--- src/rtl/assert_macros.svh ---
// Assertion macros shared by the RTL.
`ifndef ASSERT_MACROS_SVH
`define ASSERT_MACROS_SVH
`ifndef SYNTHESIS
`define ASSERT_IMPLIES(lbl, clk, rst, a, b) \
  lbl: assert property (@(posedge clk) disable iff (rst) (a) |-> (b)) else $error("lbl");
`define ASSERT_NEXT(lbl, clk, rst, a, b) \
  lbl: assert property (@(posedge clk) disable iff (rst) (a) |=> (b)) else $error("lbl");
`else
`define ASSERT_IMPLIES(lbl, clk, rst, a, b)
`define ASSERT_NEXT(lbl, clk, rst, a, b)
`endif
`endif

--- src/rtl/scca_pkg.sv ---
// ----------------------------------------------------------------------------
// Size class chunk allocator package
// Shared constants, types and the class size table.
// ----------------------------------------------------------------------------
package scca_pkg;
  localparam int NCLASS = 10;
  localparam int FRAMES_DEF = 1024;
  localparam int PAGE_BYTES_DEF = 4096;
  localparam int ADDR_W = 22;
  localparam int GRAN_W = 18;
  localparam logic [1:0] ST_OK = 2'd0;
  localparam logic [1:0] ST_TOO_LARGE = 2'd1;
  localparam logic [1:0] ST_NOT_MANAGED = 2'd2;

  typedef logic [3:0] cls_t;

  function automatic logic [12:0] class_bytes(input cls_t c);
    logic [12:0] r;
    begin
      unique case (c)
        4'd0: r = 13'h10;
        4'd1: r = 13'h20;
        4'd2: r = 13'h30;
        4'd3: r = 13'h40;
        4'd4: r = 13'h60;
        4'd5: r = 13'h80;
        4'd6: r = 13'hc0;
        4'd7: r = 13'h100;
        4'd8: r = 13'h400;
        default: r = 13'h1000;
      endcase
      return r;
    end
  endfunction

  function automatic cls_t pick_class(input logic [12:0] s);
    cls_t r;
    begin
      if (s <= 13'h10) r = 4'd0;
      else if (s <= 13'h20) r = 4'd1;
      else if (s <= 13'h30) r = 4'd2;
      else if (s <= 13'h40) r = 4'd3;
      else if (s <= 13'h60) r = 4'd4;
      else if (s <= 13'h80) r = 4'd5;
      else if (s <= 13'hc0) r = 4'd6;
      else if (s <= 13'h100) r = 4'd7;
      else if (s <= 13'h400) r = 4'd8;
      else r = 4'd9;
      return r;
    end
  endfunction

  // Offset rounded down to a chunk boundary; 0x30, 0x60, 0xc0 divide by three
  // with a reciprocal multiplication.
  function automatic logic [11:0] round_off(input cls_t c, input logic [11:0] o);
    logic [11:0] r;
    logic [6:0] q;
    begin
      q = '0;
      r = '0;
      unique case (c)
        4'd0: r = {o[11:4], 4'd0};
        4'd1: r = {o[11:5], 5'd0};
        4'd3: r = {o[11:6], 6'd0};
        4'd5: r = {o[11:7], 7'd0};
        4'd7: r = {o[11:8], 8'd0};
        4'd8: r = {o[11:10], 10'd0};
        4'd9: r = '0;
        4'd2: begin
          q = 7'(({9'd0, o[11:4]} * 17'd171) >> 9);
          r = 12'({5'd0, q} * 12'd48);
        end
        4'd4: begin
          q = 7'(({10'd0, o[11:5]} * 17'd171) >> 9);
          r = 12'({5'd0, q} * 12'd96);
        end
        default: begin
          q = 7'(({7'd0, o[11:6]} * 13'd86) >> 8);
          r = 12'({5'd0, q} * 12'd192);
        end
      endcase
      return r;
    end
  endfunction

  typedef struct packed {
    logic start;
    logic commit;
  } ctl_cmd_t;

  typedef struct packed {
    logic busy;
  } ctl_sts_t;
endpackage

--- src/rtl/scca_ctrl.sv ---
// ----------------------------------------------------------------------------
// Allocator controller
// Sequences one request: lookup cycle, commit cycle, then result hold.
// ----------------------------------------------------------------------------
module scca_ctrl (
  input  logic clk,
  input  logic rst,
  input  logic in_valid,
  output logic in_ready,
  output logic out_valid,
  input  logic out_ready,
  output scca_pkg::ctl_cmd_t cmd
);
  import scca_pkg::*;
  typedef enum logic [1:0] {IDLE, LOOK, DONE} state_t;
  state_t state;

  assign in_ready = (state == IDLE) || (state == DONE && out_ready);
  assign out_valid = (state == DONE);
  assign cmd.start = in_valid && in_ready;
  assign cmd.commit = (state == LOOK);

  always_ff @(posedge clk) begin
    if (rst) begin
      state <= IDLE;
    end else begin
      unique case (state)
        IDLE: if (in_valid) state <= LOOK;
        LOOK: state <= DONE;
        DONE: if (out_ready) state <= in_valid ? LOOK : IDLE;
        default: state <= IDLE;
      endcase
    end
  end
endmodule

--- config.mk ---
export PLATFORM = sky130hd
export DESIGN_NAME = scca_ctrl
export DESIGN_NICKNAME = d
export VERILOG_FILES = /design/src/rtl/assert_macros.svh /design/src/rtl/scca_pkg.sv /design/src/rtl/scca_ctrl.sv
export SDC_FILE = /design/constraint.sdc
export NUM_CORES = 1
export LEC_CHECK = 0
export BUFFER_PORTS_ARGS = -buffer_cell sky130_fd_sc_hd__buf_2
export CORE_AREA = 5 5 42 44
export CTS_CLUSTER_DIAMETER = 100
export DETAILED_ROUTE_END_ITERATION = 8
export DIE_AREA = 0 0 47 49
export MAX_ROUTING_LAYER = met4
export PLACE_DENSITY = 0.32
export SLEW_MARGIN = 20
export SYNTH_ARGS = -nofsm -noshare
export SYNTH_HDL_FRONTEND = slang
export SYNTH_SLANG_ARGS = --single-unit
--- constraint.sdc ---
create_clock -name clk -period 1.01 [get_ports clk]
set_input_delay 0.101 -clock clk [delete_from_list [all_inputs] [get_ports clk]]
set_output_delay 0.101 -clock clk [all_outputs]
set_load 0.01 [all_outputs]
Yosys cells after proc, flatten, opt, wreduce, memory -nomap -nowiden
Cells that the tools add are included.
Cells by class
  equal/unequal tests: 4
  muxes and demuxes: 4
  reductions and logical operators: 5
Operators by type and width (number)
  $pmux W2 S3: 1
  $mux W2: 2
  $eq A2 B1 Y1 const B: 1
  $eq A2 B2 Y1 const B: 1
  $logic_and A1 B1 Y1: 2
  $logic_not A2 Y1: 1
  $ne A2 B1 Y1 const B: 1
  $ne A2 B2 Y1 const B: 1
  $reduce_and A2 Y1: 1
  $logic_or A1 B1 Y1: 1
  $mux W1: 1
Word-level totals
  bits in registers: 2
  input port bits: 4
  output and inout port bits: 4
  word-level logic and storage cells: 14

Depth between registers and ports, before layout
Gate-level depths: netlist (run 1).
  depth in word-level cells: 4
  gate-level depth with buffers: 2
  mapped depth without buffers: 2

Worst setup path before layout (run 1)
Ideal clock, no wire load.
  path type: register to output
  from: register state[1]
  to: output port cmd[1] in the netlist's numbering
  arrival time: 0.767 ns
  data required time: 0.909 ns
  path slack: 0.142 ns
  stages on the path, launching flop included: 3
  path buffers: 0
  path through: dfxtp_1 > nor2b_1 > nor3b_1
RTL lines
  from (decl): RTL line scca_ctrl.sv:16  | state_t state;
  from (signal assigned): RTL line scca_ctrl.sv:30  | DONE: if (out_ready) state <= in_valid ? LOOK : IDLE;
  to (decl): RTL line scca_ctrl.sv:12  | output scca_pkg::ctl_cmd_t cmd

==> reports/results.txt, run 1 <==
Worst setup EP type -> primary output
Final period util -> 103%
H-Tree Depth -> 1
Mapped Cells -> 11
Ranking of synthesized cells by area -> dfxtp_1 (38%), nor4b_2 (14%), nor2b_1 (12%)
Post-CTS Hold Buffers -> 0
Status -> finished, violations left
Crit-path cells -> nor2b_4, nor3b_2, buf_2
Initial DRC Count -> 2
First-pass GRT wire length -> 476 µm
Total global-route track usage -> 3.75%
Post-synthesis sequential area ratio -> 38.1%
RSZ-0062 raised after global routing -> true
Critical path type -> register to primary output
Pre-antenna DRT Iters -> 2
Crit-path max cell delay -> 0.31 ns
Antenna Cells -> 0
Synthesized area -> 105 µm²
Wirelength per Cell -> 8.95 µm
Largest net degree at the start of global routing -> 7
Setup TNS -> -0.0439 ns
Post-synth top cells -> dfxtp_1 (2), nor2_1 (2), nor2b_1 (2)
Post-synth top flop -> dfxtp_1
Failing checks -> setup timing
Core area -> 1400 µm²
Area occupied by multi-input gates -> 73.8 µm²
Fill cell count -> 164
ANT nets after route -> 0
Hold Crit Class -> input port to register
Drc violations -> 0
Distinct cells, synth -> 8
Clock transition at path regs -> 0.03 ns
WL final -> 331 µm
Post-synth ARST share -> 0%
Peak supply drop -> 203 µV
Reg area -> 42.5 µm²
Post-synth EDFFs -> 0
CTS Root Buffer Type -> clkbuf_4
Slowest CP cell -> dfxtp_2
Remaining global-route overflow -> 0
Die width -> 47 µm
Die height -> 49 µm
Largest register FFs -> 2
Max Cap Violations -> 0
Critical path required time -> 0.91 ns
Final setup fails -> 2
Gpl congestion -> 0.643
Rows -> 14
Inserted Clock Buffers -> 3
Startpoint Class -> register
Top cell type's share of synthesized area -> 38.1%
Skew-Pair Late Insertion Delay -> 0.22 ns
Critical Path Fanout Max -> 4
F_max -> 0.961 GHz
Final nets -> 27
Top Ports -> 8
PortBufs -> 7
Worst-Margin Slew -> 0.186 ns
DR vias/cell -> 3.24
Max Slew Vio Count -> 0
Ys Warns -> 0
Hold Vio Cnt, Final -> 0
CTS tree -> done
Worst slew margin -> 87.6%
Synth Area per Inst -> 9.55 µm²
Longest Clk Path Bufs -> 2
Cell taking the most area after synthesis -> dfxtp_1
Final hold slack -> 0.0752 ns
Post-synthesis sequential element count -> 2
Vias in the first global route -> 131
LEAKAGE -> 0.0930 nW
Die area -> 2300 µm²
Post-Syn Nets -> 15
Tmin final -> 1.04 ns
Initial Util -> 7.50%
CTS Sinks -> 2
Biggest regs -> state: 2 flops
Top reg by flops -> state
Pwr dens -> 1560 nW/µm²
Syn-to-layout area delta -> 94.0%
Worst Skew -> 0.000696 ns
Vias after detailed routing -> 120
Initial antenna violation count -> 0
Layout cells sized above 1 -> 76.2%
Critical path arrival -> 0.94 ns
Post-route setup slack -> -0.0304 ns
## what timing repair did
| action | CTS | global route |
|---|---|---|
| pin swaps | 2 | 1 |
| endpoints found under the setup margin | 3 | 3 |
| setup buffers | 0 | 0 |
| gates resized for setup | 5 | 1 |
## cell type report
class	count	area share, %
Tap cell	16	9.82
Clock buffer	3	11.0
Timing Repair Buffer	7	20.2
Multi-Input combinational cell	8	36.2
Inverter	1	1.84
Sequential cell	2	20.9
## metal layers
metal	track usage [%]	up-vias	wire length (µm)
met3	4.80	2	55
met4	4.15	0	8
met1	3.06	53	145
li1	-	58	-
met5	-	-	0
met2	3.62	7	122
## layout by cell type (no fill, tap or decap)
master,count
nor2b_4,1
nor3b_2,1
inv_1,1
a22o_1,1
clkbuf_4,3
buf_2,6
nor2_1,2
and2b_4,1
dfxtp_2,2
nor2b_1,1
buf_6,1
nor4b_2,1
## cells by family (layout without fill, tap and decap cells)
logic type,Yosys count,count (layout),share of synthesized area (%)
simple gates,7,7,50.0
flops,2,2,38.1
compound gates,1,1,8.33
buf+inv,1,11,3.57
## stage by stage
| stage | utilization [%] | area (µm²) | worst slack (ns) | cells | total power, mW |
|---|---|---|---|---|---|
| after CTS | 14.1 | 198 | -0.0727 | 37 | 0.328 |
| after global placement | 11.4 | 160 | 0.0939 | 34 | 0.135 |
| after global routing | 14.6 | 204 | -0.0717 | 37 | 0.337 |
| final | 14.6 | 204 | -0.0304 | 37 | 0.318 |
| after detailed placement | 11.4 | 160 | 0.0877 | 34 | 0.136 |
| after floorplan | - | 105 | 0.142 | 11 | 0.115 |
## critical path, delay by kind of cell, from the launching register on
| family | cells | cell delay [ns] |
|---|---|---|
| AND/OR/NAND/NOR | 2 | 0.26 |
| buffers and inverters | 1 | 0.14 |
| flip-flops | 1 | 0.31 |
## power by group
part	leakage [nW]	internal, mW	switching (mW)	total [mW]
Combinational	0.0620	0.0302	0.0215	0.0517
Sequential	0.0172	0.0855	0.00569	0.0912
Clock	0.0138	0.131	0.0443	0.175
Total	0.0930	0.247	0.0714	0.318
## final timing paths
kind / slack (ns) / startpoint / to / depth (start not counted)
worst max-delay path: -0.03 / state[1] / cmd[1] / 3
worst min-delay path: 0.08 / rst / state[0] / 2
worst max register to register: 0.17 / state[0] / state[1] / 2
worst min register to register: 0.48 / state[0] / state[0] / 1
No activity file was read; power rests on OpenSTA's default activity.
==> run 2: changes to the inputs <==
- PLACE_DENSITY: 0.32 -> 0.3
==> run 2 against run 1 <==
Global-route usage is 0.36 points higher. Count of clock-buffer cells in the layout is the same. The flow still finishes with violations (setup timing). Core utilization is 0.71 points higher. Cell count is 2.7% higher. Total power up 1.2%. Combinational power grew 4.4%. Clock power about the same.
==> reports/results.txt, run 2 (synthesis gave the netlist of run 1 again) <==
Final nets -> 28 (+3.7%)
LEAKAGE -> 0.0987 nW (+6.1%)
Fill cell count -> 166 (+1.2%)
Commonest non-fill, non-tap cell in the layout -> buf_2
Wirelength per Cell -> 8.89 µm (-0.57%)
Hold Crit Class -> input port to register
Layout cells sized above 1 -> 77.3% (+1.1 points)
Critical path arrival -> 0.94 ns (about the same)
Placed cell areas -> 160 µm² (unchanged)
Post-Place Setup Slack -> 0.0673 ns (-0.0203 ns)
Status -> finished, violations left
Final Core Density -> 15.3% (+0.71 points)
Startpoint Class -> register
Final Instance Area -> 214 µm² (+4.9%)
Critical path type -> register to primary output
Remaining global-route overflow -> 0 (unchanged)
Worst Skew -> 0.00159 ns (+0.000894 ns)
Inserted Clock Buffers -> 3 (unchanged)
Top Ports -> 8 (unchanged)
Die area -> 2300 µm² (unchanged)
Final setup fails -> 1 (-1)
Post-CTS Hold Buffers -> 0 (unchanged)
PortBufs -> 7 (unchanged)
Largest net degree at the start of global routing -> 7 (unchanged)
CTS Sinks -> 2 (unchanged)
CTS Root Buffer Type -> clkbuf_4
H-Tree Depth -> 1 (unchanged)
Max Slew Vio Count -> 0 (unchanged)
Pre-antenna DRT Iters -> 4 (+2)
Switching Share -> 23.2% (+0.73 points)
Internal power -> 0.247 mW (+0.20%)
Gpl congestion -> 0.632 (-1.7%)
Failing checks -> setup timing
Vias after detailed routing -> 118 (-1.7%)
Final hold slack -> 0.0751 ns (-0.0000606 ns)
Worst setup EP type -> primary output
Worst-Margin Slew -> 0.191 ns (+0.00516 ns)
ANT nets after route -> 0 (unchanged)
Critical Path Fanout Max -> 3 (-1)
Initial Util -> 7.50% (unchanged)
Seq pwr share -> 28.0% (-0.7 points)
Initial antenna violation count -> 0 (unchanged)
Top reg by flops -> state
DR vias/cell -> 3.11 (-4.3%)
Biggest regs -> state: 2 flops
Peak supply drop -> 290 µV (+43%)
CTS tree -> done
Clock transition at path regs -> 0.03 ns (about the same)
Die height -> 49 µm (unchanged)
Clock power frac -> 55.3% (+0.2 points)
Core area -> 1400 µm² (unchanged)
Post-route setup slack -> -0.0283 ns (+0.00208 ns)
Syn-to-layout area delta -> 104%
Skew-Pair Late Insertion Delay -> 0.22 ns (about the same)
F_max -> 0.963 GHz (+0.20%)
Largest register FFs -> 2 (unchanged)
Initial DRC Count -> 3 (+1)
Pwr dens -> 1500 nW/µm² (-3.6%)
Die width -> 47 µm (unchanged)
WL final -> 338 µm (+2.1%)
RSZ-0062 raised after global routing -> true
Combinational power share -> 16.8% (+0.6 points)
Critical path required time -> 0.91 ns (about the same)
Total global-route track usage -> 4.11% (+0.36 points)
First-pass GRT wire length -> 531 µm (+12%)
Drc violations -> 0 (unchanged)
Tmin final -> 1.04 ns (-0.00208 ns)
Worst slew margin -> 87.2% (-0.35 points)
Antenna Cells -> 0 (unchanged)
Hold Vio Cnt, Final -> 0 (unchanged)
Vias in the first global route -> 119 (-9.2%)
Final period util -> 103% (-0.21 points)
Most frequent cells in the layout -> buf_2 (6), clkbuf_4 (3), nor2_1 (2)
Longest Clk Path Bufs -> 2 (unchanged)
Max Cap Violations -> 0 (unchanged)
Rows -> 14 (unchanged)
Net Sw Power -> 0.0746 mW (+4.4%)
Dpl hpwl -> 249 µm
Reg-to-reg slack, setup -> 0.14 ns (-0.03 ns)
-- run 2: cell types whose count changed in the layout (fill, tap and decap cells not counted), sizes merged --
cell	before	now
buf	7	8
-- run 2: final timing paths --
kind / startpoint / end / cells past startpoint
hold reg to reg: state[0] / state[0] / 1
setup / recovery: state[1] / cmd[1] / 3
hold / removal: rst / state[0] / 2
setup reg to reg: state[1] / state[0] / 3
-- run 2: through the flow --
| stage | instances | TNS (ns) | power, mW |
|---|---|---|---|
| floorplan | 11 | 0 | 0.115 |
| global placement | 34 | 0 | 0.136 |
| detailed placement | 34 | 0 | 0.136 |
| CTS | 38 | -0.0802 | 0.335 |
| global route | 38 | -0.127 | 0.344 |
| finish | 38 | -0.0283 | 0.322 |
-- run 2: final cells by class --
cell class / count / area [µm²] / area share, %
Clock buffer: 3 / 22.5 / 10.5
Inverter: 1 / 3.75 / 1.75
Timing Repair Buffer: 8 / 48.8 / 22.8
Tap cell: 16 / 20.0 / 9.36
Multi-Input combinational cell: 8 / 73.8 / 34.5
Sequential cell: 2 / 45.0 / 21.1
-- run 2: per-layer routing --
layer  GRT usage, %  wire length, µm  share of wire, %
met1           3.93              155                46
met3           5.90               63                19
met5              -                0                 0
met2           3.17              119                35
met4           4.15                0                 0
-- run 2: timing repair --
| item | in CTS | in global routing |
|---|---|---|
| resized for setup | 4 | 3 |
| buffers inserted | 1 | 0 |
| setup endpoints to repair | 3 | 3 |
| pin swaps | 1 | 2 |
-- run 2: power by group through the flow --
stage	combinational (mW)	sequential, mW	clock (mW)
2_1_floorplan	0.0255	0.0895	0
3_3_place_gp	0.0452	0.0904	0
4_1_cts	0.0514	0.0909	0.192
6_report	0.0540	0.0900	0.178
3_5_place_dp	0.0453	0.0908	0
5_1_grt	0.0585	0.0908	0.195
-- run 2: critical path: stages, from the launching register on --
cell and delay, ns:
dfxtp_2 0.31, nor2b_4 0.13, nor3b_2 0.13, buf_2 0.14
